[config.mk]
export PLATFORM = sky130hd
export DESIGN_NAME = grt_ctrl
export DESIGN_NICKNAME = d
export VERILOG_FILES = /design/src/rtl/grt_pkg.sv /design/src/rtl/grt_ctrl.sv
export SDC_FILE = /design/constraint.sdc
export NUM_CORES = 1
export LEC_CHECK = 0
export BUFFER_PORTS_ARGS = -buffer_cell sky130_fd_sc_hd__buf_2
export CAP_MARGIN = 20
export CORE_AREA = 2 2 39 41
export DETAILED_ROUTE_END_ITERATION = 12
export DIE_AREA = 0 0 41 43
export SYNTH_ARGS = -nofsm -noshare
export SYNTH_HDL_FRONTEND = slang
export SYNTH_SLANG_ARGS = --single-unit
export TNS_END_PERCENT = 100
[constraint.sdc]
create_clock -name clk_i -period 1.4 [get_ports clk_i]
set_input_delay 0.07 -clock clk_i [delete_from_list [all_inputs] [get_ports clk_i]]
set_output_delay 0.07 -clock clk_i [all_outputs]
set_load 0.01 [all_outputs]
[src/rtl/grt_pkg.sv]
package grt_pkg;

  localparam int MAP_COLS   = 64;
  localparam int MAP_ROWS   = 64;
  localparam int CELL_W     = 6;
  localparam int DIST_W     = 32;
  localparam int DIM_W      = 7;
  localparam int CFG_IDX_W  = 2;
  localparam int CFG_DATA_W = 7;

  localparam int COL_AW    = $clog2(MAP_COLS);
  localparam int ROW_AW    = $clog2(MAP_ROWS);
  localparam int MEM_DEPTH = MAP_COLS * MAP_ROWS;
  localparam int MEM_AW    = $clog2(MEM_DEPTH);
  localparam int MAX_AW    = (COL_AW > ROW_AW) ? COL_AW : ROW_AW;
  // coordinate width: holds a start cell, the map size and one step past either end
  localparam int CRD_W     = ((CELL_W > MAX_AW) ? CELL_W : MAX_AW) + 2;

  localparam logic [DIST_W-1:0]    DIST_MAX       = '1;
  localparam logic                 REQ_WRITE      = 1'b0;
  localparam logic                 REQ_CAST       = 1'b1;
  localparam logic                 WALL_MARK      = 1'b1;
  localparam logic [CFG_IDX_W-1:0] CFG_MAP_WIDTH  = CFG_IDX_W'(0);
  localparam logic [CFG_IDX_W-1:0] CFG_MAP_HEIGHT = CFG_IDX_W'(1);
  localparam logic [DIM_W-1:0]     DIM_RESET      = DIM_W'(64);

  typedef struct packed {
    logic              req_type;
    logic [CELL_W-1:0] cell_x;
    logic [CELL_W-1:0] cell_y;
    logic              wall_bit;
    logic              step_x_neg;
    logic              step_y_neg;
    logic [DIST_W-1:0] next_x_dist;
    logic [DIST_W-1:0] next_y_dist;
    logic [DIST_W-1:0] delta_x;
    logic [DIST_W-1:0] delta_y;
  } req_t;

  typedef struct packed {
    logic [CELL_W-1:0] hit_x;
    logic [CELL_W-1:0] hit_y;
    logic              last_axis;
    logic              out_of_map;
    logic [DIST_W-1:0] final_x_dist;
    logic [DIST_W-1:0] final_y_dist;
  } res_t;

  typedef struct packed {
    logic clr_wr;
    logic map_wr;
    logic load;
    logic step;
    logic rd;
    logic res_ld;
  } ctl_cmd_t;

  typedef struct packed {
    logic clr_last;
    logic outside;
    logic wall;
  } ctl_sts_t;

  function automatic logic [DIST_W-1:0] sat_add(input logic [DIST_W-1:0] a,
                                                input logic [DIST_W-1:0] b);
    logic [DIST_W:0] s;
    s = {1'b0, a} + {1'b0, b};
    return s[DIST_W] ? DIST_MAX : s[DIST_W-1:0];
  endfunction

endpackage

[src/rtl/grt_ctrl.sv]
module grt_ctrl (
  input  logic              clk_i,
  input  logic              rst_ni,
  input  logic              start_i,
  input  logic              req_type_i,
  input  grt_pkg::ctl_sts_t sts_i,
  output grt_pkg::ctl_cmd_t cmd_o,
  output logic              busy_o,
  output logic              res_valid_o
);
  import grt_pkg::*;

  typedef enum logic [2:0] {
    ST_CLEAR,
    ST_IDLE,
    ST_STEP,
    ST_LOOK,
    ST_TEST
  } state_e;

  state_e   state_q, state_d;
  logic     res_valid_q;
  ctl_cmd_t cmd;

  always_comb begin
    cmd        = '0;
    state_d    = state_q;
    unique case (state_q)
      ST_CLEAR: begin
        cmd.clr_wr = 1'b1;
        if (sts_i.clr_last) begin
          state_d = ST_IDLE;
        end
      end
      ST_IDLE: begin
        if (start_i) begin
          if (req_type_i == REQ_CAST) begin
            cmd.load = 1'b1;
            state_d  = ST_STEP;
          end else begin
            cmd.map_wr = 1'b1;
          end
        end
      end
      ST_STEP: begin
        cmd.step = 1'b1;
        state_d  = ST_LOOK;
      end
      ST_LOOK: begin
        if (sts_i.outside) begin
          cmd.res_ld = 1'b1;
          state_d    = ST_IDLE;
        end else begin
          cmd.rd  = 1'b1;
          state_d = ST_TEST;
        end
      end
      ST_TEST: begin
        if (sts_i.wall) begin
          cmd.res_ld = 1'b1;
          state_d    = ST_IDLE;
        end else begin
          cmd.step = 1'b1;
          state_d  = ST_LOOK;
        end
      end
      default: state_d = ST_CLEAR;
    endcase
  end

  always_ff @(posedge clk_i or negedge rst_ni) begin
    if (!rst_ni) begin
      state_q     <= ST_CLEAR;
      res_valid_q <= 1'b0;
    end else begin
      state_q     <= state_d;
      res_valid_q <= cmd.res_ld;
    end
  end

  assign cmd_o       = cmd;
  assign busy_o      = (state_q != ST_IDLE);
  assign res_valid_o = res_valid_q;

endmodule

### Yosys cells after proc, flatten, opt, wreduce, memory -nomap -nowiden

Index checks and enable logic that the tools add are counted.

| storage, ports and cells | value |
|---|---|
| bits in registers | 4 |
| output and inout bits | 8 |

| cells by class | value |
|---|---|
| reduce and logical (&&, ||, !) cells | 2 |
| multiplexer cells | 18 |
| equal/unequal tests | 8 |

Operator list:

| operator | number |
|---|---|
| $pmux W3 S5 | 1 |
| $mux W3 | 4 |
| $mux W1 | 8 |
| $eq A3 B2 Y1 const B | 2 |
| $mux W2 | 3 |
| $ne A2 B2 Y1 const B | 3 |
| $pmux W1 S2 | 2 |
| $eq A3 B1 Y1 const B | 1 |
| $eq A3 B3 Y1 const B | 1 |
| $logic_not A3 Y1 | 1 |
| $ne A3 B1 Y1 const B | 1 |
| $reduce_and A3 Y1 | 1 |

### Logic depth before layout (Yosys ltp)

| depth | value |
|---|---|
| depth in word-level cells | 3 |
| mapped depth | 4 |
| mapped depth without buffers | 3 |

### Worst setup path before layout

Ideal clock, no wire load.

| timing path | value |
|---|---|
| kind | reg2reg |
| from | reg state_q[2] |
| to | reg state_q[1] |
| data required time | 1.336 ns |
| buffers on the path | 1 |
| period minus slack after synthesis | 1.196 ns |
| arrival | 1.132 ns |
| setup slack | 0.204 ns |
| library setup time | 0.064 ns |
| cell stages (with the launch flop) | 5 |
| cell sequence | dfrtp_1 buf_6 or3b_4 nor2_4 or2_1 |

| on the way | value |
|---|---|
| longest elaborated chain between the ends | 3 |

RTL lines:

| what | line | RTL |
|---|---|---|
| start: declaration | grt_ctrl.sv:21 | `state_e state_q, state_d;` |
| start signal: assignment | grt_ctrl.sv:76 | `state_q <= state_d;` |
| $eq A3 B1 Y1 / $logic_not A3 Y1 (equally long branches) | grt_ctrl.sv:28 | `unique case (state_q)` |
| $ne A2 B2 Y1 (no line) | n/a |  |
| $reduce_and A3 Y1 (no line) | n/a |  |

Parallel ways exist; a longest one is shown, timed or not.
A chain may end at the register's enable or synchronous reset.

==> flow_metrics.tcl <==
set metrics [dict create \
    tightest_slew_ns 0.2731 \
    cts_max_level 1 \
    finalWorstSetupSlack_ns -0.04156 \
    drive_above_1_share_pct 68.09 \
    cts.clk_slew.worst_paths_ns 0.04 \
    fillers 150 \
    status "finished, violations left" \
    fin_skew_ns 0.002865 \
    gp_congestion 0.7251 \
    cts_sinks 4 \
    required_ns 1.33 \
    cts_buffer_depth 2 \
    avgSynthCellArea_um2 10.15 \
    synth_area_um2 274.0 \
    hold_class "input pin to register" \
    ir_drop_uv 754.5 \
    drt_iter0_drc 5 \
    placed_area_um2 359.1 \
    antenna_cells 0 \
    core_area_um2 1384 \
    yosysSeqAreaShare_pct 36.53 \
    crit_family "simple AND/OR/NAND/NOR gates" \
    total_power_uw 767.6 \
    grt_pass1_wl_um 1007 \
    final_nets 56 \
    power.leakage_nw 0.1998 \
    wirelength_um 681 \
    num_vias 278 \
    wl_per_cell_um 10.81 \
    crit_fanout 4 \
    worstPathArrival_ns 1.37 \
    slowest_stage "or3b_4" \
    cts-root-buf "clkbuf_4" \
    r2r_slack_ns 0.19 \
    numCtsBuffers 3 \
    violations "setup timing" \
    io_buffer_count 14 \
    syn_nets 34 \
    path_class "register to output port" \
    relSlewSlack_pct 81.62 \
    dr.pass1.iters 2 \
    drtAntennaViolNets 0 \
    postLayoutCellArea_um2 431.7 \
    crit_chain "or3b_4 > nor3b_2 > buf_2" \
    ys_warn_count 0 \
    rsz0062_at_grt "yes" \
    overflow 0 \
    slew_viol_final 0 \
    slowest_delay_ns 0.43 \
    die-area_um2 1763 \
    drc 0 \
    drv_cap 0 \
    insertion_delay_ns 0.24 \
    fin_cells 63 \
    die_h_um 43 \
    initial_utilization_pct 19.80 \
    synth_cell_types 19 \
    dp.cells 56 \
    whs_ns 0.1213 \
    setup_violations 1 \
    viasPerCell 4.413 \
    grt_start_max_net_pins 9 \
    cts_tree "built" \
    synthCells 27 \
    max_freq_ghz 0.6937 \
    grt_usage_pct 9.466 \
    powerDensity_nw_per_um2 1778 \
    path_buf_inv 1 \
    min_period_over_period_pct 103.0 \
    synth_seq_cells 4 \
    rows 14 \
    seq_area_um2 102.6 \
    antenna_found_initial 0 \
    period_needed_ns 1.442 \
    dp_hpwl_um 461.6 \
    syn2layout_area_growth_pct 57.53 \
    grt_pass1_vias 240 \
    die_x_um 41 \
    multi_input_area_um2 158.9 \
    hold_viol 0 \
    ios 15 \
    endpoint_kind "output port" \
    cp-start-kind "register" \
]
layer usage:
layer	routed length [um]	vias up	global-route usage, %
met3	49	0	7.853
met4	0	0	6.000
met5	0	-	0
li1	-	139	-
met1	305	129	11.04
met2	325	10	11.25
per-stage QoR:
step	util [%]	worst slack [ns]	setup TNS, ns
after CTS	30.02	-0.05421	-0.05421
after global placement	25.95	0.1523	0
after global routing	31.19	-0.09955	-0.1529
final	31.19	-0.04156	-0.04156
after floorplan	-	0.2037	0
after detailed placement	25.95	0.1494	0
cell families (layout without fill, tap and decap cells):
logic type             after synthesis  in the layout  share of synthesized area [%]
AO/OA/AOI/OAI                        4              4                          9.591
buffers and inverters                3             23                          7.303
flip-flops                           4              4                          36.53
AND/OR/NAND/NOR                     16             16                          46.58
path summary, 6_finish.rpt:
check / startpoint / endpoint / cells after the start
min in group asynchronous: rst_ni / state_q[0] / 2
worst max register to register: state_q[1] / state_q[0] / 4
worst min-delay path: sts_i[0] / res_valid_o / 3
worst min register to register: state_q[2] / state_q[0] / 3
worst max-delay path: state_q[1] / cmd_o[4] / 3
max in group asynchronous: rst_ni / state_q[2] / 2
synth_stat cells (all sizes together):
cell	n	area share, %
nand2b	1	3.2
dfrtp	4	37
nor3b	2	7.3
nor3	2	3.7
o21ai	2	3.7
clkbuf	1	1.4
o31ai	1	2.7
nor4	1	2.3
buf	2	5.9
and4bb	2	9.1
nor2	1	4.1
or2	1	2.3
or3b	2	7.3
nand2	3	4.1
nand4b	1	3.2
a21oi	1	3.2
cells in the final DEF, fill, tap and decap left out, drive strengths merged:
master        n
buf          19
dfrtp         4
nand2         3
clkbuf        3
nor3          2
and4bb        2
o21ai         2
or3b          2
nor3b         2
nor2          1
nand2b        1
a21oi         1
nand4b        1
o31ai         1
nor4          1
or2           1
dlygate4sd3   1
registers in the layout, indices dropped and copies added, names as in the netlist:
| name | cells |
|---|---|
| state_q | 3 |
| res_valid_o | 1 |
report_power, final:
part	internal, mW	total [mW]	switching [mW]	leakage (nW)
registers	0.155	0.190	0.0342	0.0483
logic	0.226	0.432	0.206	0.138
clock network	0.0961	0.146	0.0496	0.0138
total	0.478	0.768	0.290	0.200
what timing repair did:
item | CTS | global route
hold endpoints to repair | 4 | 0
setup buffers | 2 | 1
pin swaps | 0 | 2
setup endpoints to repair | 3 | 4
hold buffers | 1 | 0
resized for setup | 3 | 2
area by class of cell:
class                   instances  area share, %
well taps                      16          4.638
repair buffers                 20          29.57
clock buffers                   3          5.217
flip-flops and latches          4          23.77
multi-input cells              20          36.81
worst register-to-register path, delay by kind of cell (launching register included):
kind,cells,cell delay [ns]
buffers and inverters,2,0.27
flip-flops,1,0.41
AND/OR/NAND/NOR,2,0.40
(Power assumes the default switching activity.)
